**src/sv/pwmt_pkg.sv**
```systemverilog
// ----------------------------------------------------------------------------
// pwmt_pkg
// shared types and constants of the pwm timer with update flag
// ----------------------------------------------------------------------------
`default_nettype none

package pwmt_pkg;

   // field widths of the stream beats
   localparam int unsigned ActionWidth  = 3;
   localparam int unsigned SelectWidth  = 2;
   localparam int unsigned CompareWidth = 16;
   localparam int unsigned PwmWidth     = 4;
   localparam int unsigned CountOutWidth = 16;

   localparam int unsigned ReqUserWidth = ActionWidth + SelectWidth;     // 5
   localparam int unsigned ReqDataWidth = CompareWidth;                  // 16
   localparam int unsigned RspDataWidth = 24;  // 22 bits of fields, padded to bytes

   // configuration port
   localparam int unsigned CsrIndexWidth = 2;
   localparam int unsigned CsrDataWidth  = 16;

   typedef enum logic [CsrIndexWidth-1:0] {
      CSR_PRESCALER = 2'd0,
      CSR_PERIOD    = 2'd1,
      CSR_CHAN_EN   = 2'd2,
      CSR_PRELOAD   = 2'd3
   } csr_index_type;

   // request actions, codes six and seven do nothing
   typedef enum logic [ActionWidth-1:0] {
      ACT_TICK   = 3'd0,
      ACT_START  = 3'd1,
      ACT_STOP   = 3'd2,
      ACT_CLEAR  = 3'd3,
      ACT_SETCMP = 3'd4,
      ACT_FORCE  = 3'd5
   } action_type;

   // reset values of the configuration registers
   localparam logic [15:0] PrescalerReset = 16'h0000;
   localparam logic [15:0] PeriodReset    = 16'hFFFF;

endpackage

`default_nettype wire

```
**src/sv/pwm_timer_with_update_flag.sv**
```systemverilog
// ----------------------------------------------------------------------------
// pwm_timer_with_update_flag
// up-counting timer with prescaler, update flag and pwm mode 1 channels
// ----------------------------------------------------------------------------
// path: a request beat passes the input register, then the result register, on its
//   way to its response beat, and is held up only while rsp_tready is low
// throughput: one beat per cycle while rsp_tready does not stall the response; the
//   timer state is updated in a single pass between the input and result registers
// reset: synchronous, active high; clears counters, flag, run state and both
//   compare banks, loads the csr defaults (prescaler 0, period all ones)
`default_nettype none

module pwm_timer_with_update_flag #(
   parameter int unsigned COUNT_WIDTH  = 16,
   parameter int unsigned NUM_CHANNELS = 4
) (
   input  wire logic                                  clock,
   input  wire logic                                  reset,
   // request stream
   input  wire logic                                  req_tvalid,
   output logic                                       req_tready,
   input  wire logic [pwmt_pkg::ReqDataWidth-1:0]     req_tdata,  // [15:0] compare_value
   input  wire logic [pwmt_pkg::ReqUserWidth-1:0]     req_tuser,  // [2:0] action, [4:3] channel_select
   // response stream
   output logic                                       rsp_tvalid,
   input  wire logic                                  rsp_tready,
   output logic [pwmt_pkg::RspDataWidth-1:0]          rsp_tdata,  // [3:0] pwm_out, [4] update_flag,
                                                                  // [20:5] count_value, [21] is_running
   // configuration writes
   input  wire logic                                  csr_we,
   input  wire logic [pwmt_pkg::CsrIndexWidth-1:0]    csr_index,
   input  wire logic [pwmt_pkg::CsrDataWidth-1:0]     csr_wdata
);

   import pwmt_pkg::*;

   localparam int unsigned CW   = COUNT_WIDTH;
   // width used to compare the count against a 16 bit compare value
   localparam int unsigned CMPW = (CW > CompareWidth) ? CW : CompareWidth;

   // configuration registers
   logic [15:0] prescaler_ff;
   logic [15:0] period_ff;
   logic [3:0]  chan_en_ff;
   logic        preload_ff;

   // input register
   logic                        in_valid_ff;
   action_type                  in_action_ff;
   logic [SelectWidth-1:0]      in_sel_ff;
   logic [CompareWidth-1:0]     in_value_ff;

   // timer state
   logic [CW-1:0]               presc_cnt_ff, presc_cnt_in;
   logic [CW-1:0]               main_cnt_ff, main_cnt_in;
   logic                        run_ff, run_in;
   logic                        flag_ff, flag_in;
   logic [CompareWidth-1:0]     pend_ff [NUM_CHANNELS];
   logic [CompareWidth-1:0]     pend_in [NUM_CHANNELS];
   logic [CompareWidth-1:0]     act_ff  [NUM_CHANNELS];
   logic [CompareWidth-1:0]     act_in  [NUM_CHANNELS];

   // result register
   logic                        out_valid_ff;
   logic [RspDataWidth-1:0]     out_data_ff;

   logic                        advance;
   logic                        fire;
   logic                        take_req;
   logic                        do_update;
   logic [CW-1:0]               presc_bound;
   logic [CW-1:0]               main_bound;
   logic [PwmWidth-1:0]         pwm_next;

   // pipeline handshake: the result register frees when empty or taken
   assign advance    = !out_valid_ff || rsp_tready;
   assign fire       = in_valid_ff && advance;
   assign req_tready = !in_valid_ff || advance;
   assign take_req   = req_tvalid && req_tready;

   assign rsp_tvalid = out_valid_ff;
   assign rsp_tdata  = out_data_ff;

   // bounds follow the counter width
   assign presc_bound = CW'(prescaler_ff);
   assign main_bound  = CW'(period_ff);

   // next timer state for the item in the input register
   always_comb begin
      presc_cnt_in = presc_cnt_ff;
      main_cnt_in  = main_cnt_ff;
      run_in       = run_ff;
      flag_in      = flag_ff;
      do_update    = 1'b0;
      pend_in      = pend_ff;
      act_in       = act_ff;
      case (in_action_ff)
         ACT_TICK: begin
            if (run_ff) begin
               if (presc_cnt_ff >= presc_bound) begin
                  presc_cnt_in = '0;
                  // count at or above the period wraps and raises an update
                  if (main_cnt_ff >= main_bound) begin
                     main_cnt_in = '0;
                     do_update   = 1'b1;
                  end else begin
                     main_cnt_in = main_cnt_ff + 1'b1;
                  end
               end else begin
                  presc_cnt_in = presc_cnt_ff + 1'b1;
               end
            end
         end
         ACT_START: run_in  = 1'b1;
         ACT_STOP:  run_in  = 1'b0;
         ACT_CLEAR: flag_in = 1'b0;
         ACT_SETCMP: begin
            // a select beyond the channel count matches nothing
            for (int c = 0; c < NUM_CHANNELS; c++) begin
               if (in_sel_ff == SelectWidth'(c)) begin
                  pend_in[c] = in_value_ff;
                  if (!preload_ff) begin
                     act_in[c] = in_value_ff;
                  end
               end
            end
         end
         ACT_FORCE: begin
            presc_cnt_in = '0;
            main_cnt_in  = '0;
            do_update    = 1'b1;
         end
         default: ;
      endcase
      // update event: pending compares go live, flag is set
      if (do_update) begin
         flag_in = 1'b1;
         act_in  = pend_ff;
      end
   end

   // pwm mode 1: high while the count is below the active compare
   always_comb begin
      pwm_next = '0;
      for (int c = 0; c < NUM_CHANNELS; c++) begin
         pwm_next[c] = chan_en_ff[c] && (CMPW'(main_cnt_in) < CMPW'(act_in[c]));
      end
   end

   // configuration registers
   always_ff @(posedge clock) begin
      if (reset) begin
         prescaler_ff <= PrescalerReset;
         period_ff    <= PeriodReset;
         chan_en_ff   <= '0;
         preload_ff   <= 1'b0;
      end else if (csr_we) begin
         case (csr_index_type'(csr_index))
            CSR_PRESCALER: prescaler_ff <= csr_wdata;
            CSR_PERIOD:    period_ff    <= csr_wdata;
            CSR_CHAN_EN:   chan_en_ff   <= csr_wdata[3:0];
            CSR_PRELOAD:   preload_ff   <= csr_wdata[0];
            default: ;
         endcase
      end
   end

   // input register
   always_ff @(posedge clock) begin
      if (reset) begin
         in_valid_ff <= 1'b0;
      end else if (req_tready) begin
         in_valid_ff <= req_tvalid;
      end
   end

   always_ff @(posedge clock) begin
      if (take_req) begin
         in_action_ff <= action_type'(req_tuser[ActionWidth-1:0]);
         in_sel_ff    <= req_tuser[ReqUserWidth-1:ActionWidth];
         in_value_ff  <= req_tdata[CompareWidth-1:0];
      end
   end

   // timer state, stepped once per item leaving the input register
   always_ff @(posedge clock) begin
      if (reset) begin
         presc_cnt_ff <= '0;
         main_cnt_ff  <= '0;
         run_ff       <= 1'b0;
         flag_ff      <= 1'b0;
         for (int c = 0; c < NUM_CHANNELS; c++) begin
            pend_ff[c] <= '0;
            act_ff[c]  <= '0;
         end
      end else if (fire) begin
         presc_cnt_ff <= presc_cnt_in;
         main_cnt_ff  <= main_cnt_in;
         run_ff       <= run_in;
         flag_ff      <= flag_in;
         pend_ff      <= pend_in;
         act_ff       <= act_in;
      end
   end

   // result register
   always_ff @(posedge clock) begin
      if (reset) begin
         out_valid_ff <= 1'b0;
      end else if (advance) begin
         out_valid_ff <= in_valid_ff;
      end
   end

   always_ff @(posedge clock) begin
      if (fire) begin
         out_data_ff <= {2'b00, run_in, CountOutWidth'(main_cnt_in), flag_in, pwm_next};
      end
   end

endmodule

`default_nettype wire

```
**config.mk**
```make
export PLATFORM = sky130hd
export DESIGN_NAME = pwm_timer_with_update_flag
export DESIGN_NICKNAME = d
export VERILOG_FILES = /design/src/sv/pwmt_pkg.sv /design/src/sv/pwm_timer_with_update_flag.sv
export SDC_FILE = /design/constraint.sdc
export NUM_CORES = 1
export LEC_CHECK = 0
export BUFFER_PORTS_ARGS = -buffer_cell sky130_fd_sc_hd__buf_2
export CAP_MARGIN = 20
export CORE_MARGIN = 10
export CORE_UTILIZATION = 40
export DETAILED_ROUTE_END_ITERATION = 8
export PLACE_DENSITY_LB_ADDON = 0.1
export SETUP_SLACK_MARGIN = 0.1
export SLEW_MARGIN = 20
export SYNTH_ARGS = -nofsm -noshare
export SYNTH_HDL_FRONTEND = slang
export SYNTH_SLANG_ARGS = --single-unit
```
**constraint.sdc**
```tcl
create_clock -name clock -period 4 [get_ports clock]
set_input_delay 0 -clock clock [delete_from_list [all_inputs] [get_ports clock]]
set_output_delay 0 -clock clock [all_outputs]
set_load 0.005 [all_outputs]
```
[After elaboration in Yosys (flattened, before gate mapping)]
Cells that the tools add are included.
Widths: inputs -> output; s select.
Word-level totals
  register bits after elaboration: 244
  word-level logic and storage cells: 89
Cells by class
  add/subtract/negate cells: 2
  order comparisons: 6
  equality and inequality tests: 12
  muxes and demuxes: 24
  reductions and logical operators: 23
Operator list (number)
  $mux 16: 13
  $mux 64: 2
  $lt 16x16->1: 4
  $pmux 16 s2: 2
  $add 16x1->16 const B: 2
  $ge 16x16->1: 2
  $reduce_and 3->1: 5
  $eq 2x2->1 const B: 4
  $reduce_and 2->1: 4
  $eq 3x2->1 const B: 2
  $eq 3x3->1 const B: 2
  $logic_and 1x1->1: 6
  $mux 1: 5
  $eq 2x1->1 const B: 2
  $logic_not 2->1: 2
  $pmux 1 s2: 2
  $eq 3x1->1 const B: 1
  $logic_not 3->1: 1
  $logic_not 1->1: 2
  $logic_or 1x1->1: 2
  $ne 2x2->1 const B: 1
  $reduce_bool 2->1: 1

[Longest topological paths before layout]
  depth in word-level cells: 8
  mapped depth: 19

[Worst setup path after synthesis]
No wires, ideal clock.
  path kind: reg-to-reg
  start: register main_cnt_ff[0]
  end: register out_data_ff[3] (netlist: rsp_tdata[3]) (data pin)
  library setup time: 0.163 ns
  arrival time: 4.117 ns
  required time: 3.837 ns
  slack: -0.279 ns
  stages on the path, launching flop included: 20
  clock period less this slack: 4.279 ns
  path through: dfxtp_1 inv_1 ha_1 nand2b_1 a2111oi_0 nor3_1 o31ai_2 a21oi_1 nor2_1 buf_2 nand2_1 a31oi_1 ha_1 a21o_1 a21o_1 a21oi_1 o2111ai_1 nand3b_1 or4_1 o221ai_1
Between the ends
  elaborated cells on any way between the ends: 13
RTL lines
  start, declared: line pwm_timer_with_update_flag.sv:55  | logic [CW-1:0] main_cnt_ff, main_cnt_in;
  start signal, assigned: line pwm_timer_with_update_flag.sv:198  | main_cnt_ff <= main_cnt_in;
  $add 16x1->16 / $ge 16x16->1 (equally long branches): line pwm_timer_with_update_flag.sv:107, pwm_timer_with_update_flag.sv:103
  $mux 16 *: line pwm_timer_with_update_flag.sv:103  | if (main_cnt_ff >= main_bound) begin
  $mux 16 *: line pwm_timer_with_update_flag.sv:100  | if (presc_cnt_ff >= presc_bound) begin
  $mux 16 *: line pwm_timer_with_update_flag.sv:99  | if (run_ff) begin
  $pmux 16 s2 *: line pwm_timer_with_update_flag.sv:97  | case (in_action_ff)
  net main_cnt_in[9]: line pwm_timer_with_update_flag.sv:55
  $lt 16x16->1 *: line pwm_timer_with_update_flag.sv:146  | pwm_next[c] = chan_en_ff[c] && (CMPW'(main_cnt_in) < CMPW'(act_in[c]));
  $logic_and 1x1->1 *: line pwm_timer_with_update_flag.sv:146
  net pwm_next[3]: line pwm_timer_with_update_flag.sv:73  | logic [PwmWidth-1:0] pwm_next;
  end signal, assigned: line pwm_timer_with_update_flag.sv:217  | out_data_ff <= {2'b00, run_in, CountOutWidth'(main_cnt_in), flag_in, pwm_next};
  end, declared: line pwm_timer_with_update_flag.sv:65  | logic [RspDataWidth-1:0] out_data_ff;
The timed path passes the listed nets; every way through them passes the cells marked *.
A chain may end at the register's enable or synchronous reset.

[Final worst setup path]
  start: register prescaler_ff[14] (netlist: presc_bound[14])
  end: register out_data_ff[2] (netlist: rsp_tdata[2]) (data pin)
Between the ends
  cells in the longest elaborated chain, start to end: 7
  elaborated cells on any way between the ends: 10
Ends and longest elaborated chain
  start, declared: line pwm_timer_with_update_flag.sv:42  | logic [15:0] prescaler_ff;
  start signal, assigned: line pwm_timer_with_update_flag.sv:153  | prescaler_ff <= PrescalerReset;
  start signal, assigned: line pwm_timer_with_update_flag.sv:159  | CSR_PRESCALER: prescaler_ff <= csr_wdata;
  $ge 16x16->1 *: line pwm_timer_with_update_flag.sv:100
  $mux 1: line pwm_timer_with_update_flag.sv:100
  $mux 1: line pwm_timer_with_update_flag.sv:99
  $pmux 1 s2: line pwm_timer_with_update_flag.sv:97
  $mux 64: line pwm_timer_with_update_flag.sv:136  | if (do_update) begin
  $lt 16x16->1 *: line pwm_timer_with_update_flag.sv:146
  $logic_and 1x1->1 *: line pwm_timer_with_update_flag.sv:146
  net pwm_next[2]: line pwm_timer_with_update_flag.sv:73
Marked as above.

==> flow_summary.toml <==
[status]
status = "finished with violations"
violations = "setup timing"

[global_routing]
grt_pass1_vias = 11700
grt_overflow = 0
antenna_found_initial = 0
grt_max_degree = 75
grt_use_total = 0.224
grt_first_pass_wirelength_mm = 68.9

[synthesis]
synth-edff-count = 43
avgSynthCellArea_um2 = 8.57
synth_seq_cells = 244
syn_area_um2 = 12700
synthCells = 1482
synth_top_area_share = 0.317
synth_ff_type = "dfxtp_1"
synth.distinct_cells = 63
ys_async_sr_fraction = 0
yosys.area.top_type = "dfxtp_1"
synth_area_leaders = "dfxtp_1 32%, edfxtp_1 10%, ha_1 9.3%"
ys_warn_count = 0
yosysSeqAreaShare = 0.418

[pwr]
p_leak_uw = 0.00733
clockPowerShare = 0.432
switching_share = 0.257
p_seq_frac = 0.452
peakVddDrop_mv = 0.283
pwr-share-comb = 0.115
p_int_uw = 4310
power.switching_uw = 1490
pwr_density_cell_nw_per_um2 = 340

[floorplan]
die_y_um = 198
io_pins = 70
die-area_um2 = 39300
die_x_um = 198
core-area_um2 = 31500
placementRows = 65
start_util = 0.404

[worst_setup_path]
path_cells = "inv_1, ha_4, nand4_1, nor2_2, a211o_1, a311oi_4, buf_6, buf_6, a211oi_4, buf_6, nor2_4, buf_12, buf_12, o22ai_1, ha_1, a211oi_1, o21ai_0, o211ai_1, a21oi_2, nor4b_4, buf_4, o31a_1"
critPathCaptureType = "register"
max_stage_delay_ps = 380
worstReg2RegStart = "presc_bound[14]"
cp_data_required_time_ps = 4420
startpoint_type = "register"
path_class = "register to register"
path_buf_inv = 7
r2r_cells = 22
crit_arrival_ps = 4680
worst-path-stages = 22
cp_top_family = "compound AO/OA/AOI/OAI gates"
crit_fanout = 8
rrSetupSlack_ps = -250
rr_endpoint = "rsp_tdata[2]"
crit_path_frequent_cell = "buf_6"
cp_slowest_cell = "o22ai_1"

[clock_tree]
cts_tree = "done"
clk_pin_slew_worst_paths_ps = 60
insertion_delay_ps = 550
htreeDepth = 1
cts_buffers = 28
cts_root_buf = "clkbuf_16"
clock-sinks = 244
clockBufferDepth = 3

[finish]
multi_input_area_um2 = 7490
final_net_count = 1872
num_antenna_cells = 0
final-seq-area_um2 = 5330
area_growth_syn_to_layout_pct = 34.0
num-fill-cells = 2877
most-common-layout-cells = "253 x nand2_1, 196 x buf_4, 187 x dfxtp_1"
mostFrequentLayoutCell = "nand2_1"
drive_above_1_share = 0.263
fin_util = 0.541

[routing]
wl_per_cell_um = 20.6
via_count = 12000
drt_iter0_markers = 806
ant_nets = 0
drc_errors = 0
viasPerCell = 5.56
dr.pass1.iters = 7
routed_wl_mm = 44.5

[min_path]
hp-class = "input port to register"
hold_start = "req_tuser[4]"
holdPathStages = 2
holdPathEnd = "in_sel_ff[1]"

[sta]
drv_slew = 0
hold_viol_final = 0
rsz0062_at_grt = "true"
worst_pin_slew_ps = 945
fmax_mhz = 235
relSlewSlack = 0.370
whs_ps = 150
fin_worst_skew_ps = 10.7
layout_setup_ws_ps = -253
layout_min_cycle_time_ps = 4250
setup_viol = 4
post-route-period-util = 1.06

[placed_design]
portBuffers = 67
gp_congestion = 0.930
dp_hpwl_mm = 30.4

[job]
drv_cap = 0
==> power groups by stage <==
stage	logic, uW	registers, uW	clock network (uW)
3_5_place_dp	555	2670	0
2_1_floorplan	328	2630	0
4_1_cts	654	2620	2560
6_report	669	2620	2510
3_3_place_gp	551	2670	0
5_1_grt	726	2630	2660
==> synth_stat cells, types with 18 or more instances <==
| master | instances |
|---|---|
| nor2_1 | 72 |
| o21ai_1 | 58 |
| edfxtp_1 | 43 |
| dfxtp_1 | 201 |
| a31oi_1 | 20 |
| nand2_1 | 257 |
| nand3_1 | 59 |
| a21oi_1 | 128 |
| ha_1 | 94 |
| nand4_1 | 18 |
| o21ai_0 | 36 |
| inv_1 | 42 |
| clkbuf_1 | 90 |
| buf_2 | 20 |
| o22ai_1 | 61 |
| nand3b_1 | 45 |
| mux2i_1 | 69 |
==> through the flow <==
step | TNS, ps | instances | total power [uW] | setup WS [ps] | instance area [um^2]
global route | -1260 | 2158 | 6010 | -351 | 17000
global placement | -1830 | 2030 | 3220 | -823 | 14700
finish | -694 | 2158 | 5800 | -253 | 17000
detailed placement | -2070 | 2030 | 3230 | -807 | 14700
floorplan | 0 | 1483 | 2960 | 86.6 | 12800
CTS | -497 | 2148 | 5840 | -176 | 16800
==> flip-flops by register name (all words and copies together), names as in the netlist, 4 cells and up <==
signal and flops:
act_ff 64, chan_en_ff 4, in_value_ff 16, main_bound 16, main_cnt_ff 16, pend_ff 64
presc_bound 16, presc_cnt_ff 16, rsp_tdata 22
==> cell families (layout without fill, tap and decap cells) <==
kind of cell    after synthesis  count (layout)  share of synthesized area
buf+inv                     157             430                     0.0489
flops                       244             244                      0.418
fa+ha+maj                    94              94                     0.0926
other cells                   1               2                   0.000295
mux                          72              72                     0.0570
compound gates              378             378                      0.179
xor+xnor                     15              15                     0.0103
simple gates                521             521                      0.194
==> layer usage <==
metal	vias up	share of wire	track usage
met5	-	0	0
met4	0	0.028	0.0681
met3	70	0.062	0.0355
met2	359	0.45	0.349
met1	5778	0.46	0.311
li1	5793	-	-
==> what timing repair did <==
action,4_1_cts,5_1_grt
hold buffers,47,0
endpoints found under the hold margin,70,0
gates resized for setup,114,29
setup buffers,16,11
setup endpoints to repair,4,4
pin swaps,39,12
cloned,3,0
==> area by class of cell <==
class	instances	area share
repair buffers	335	0.156
well taps	402	0.0295
multi-input cells	1082	0.440
flip-flops and latches	244	0.313
clock inverters	12	0.00529
clock buffers	40	0.0468
inverters	43	0.00948
==> worst max-delay path by stage <==
stage | start | to | slack (ps)
floorplan | presc_bound[11] | rsp_tdata[3] | 90
global route | presc_bound[14] | rsp_tdata[3] | -350
CTS | presc_bound[6] | rsp_tdata[2] | -180
finish | presc_bound[14] | rsp_tdata[2] | -250
detailed placement | presc_bound[15] | rsp_tdata[2] | -810
global placement | presc_bound[5] | rsp_tdata[2] | -820
Power figures use the tool's default switching activity.
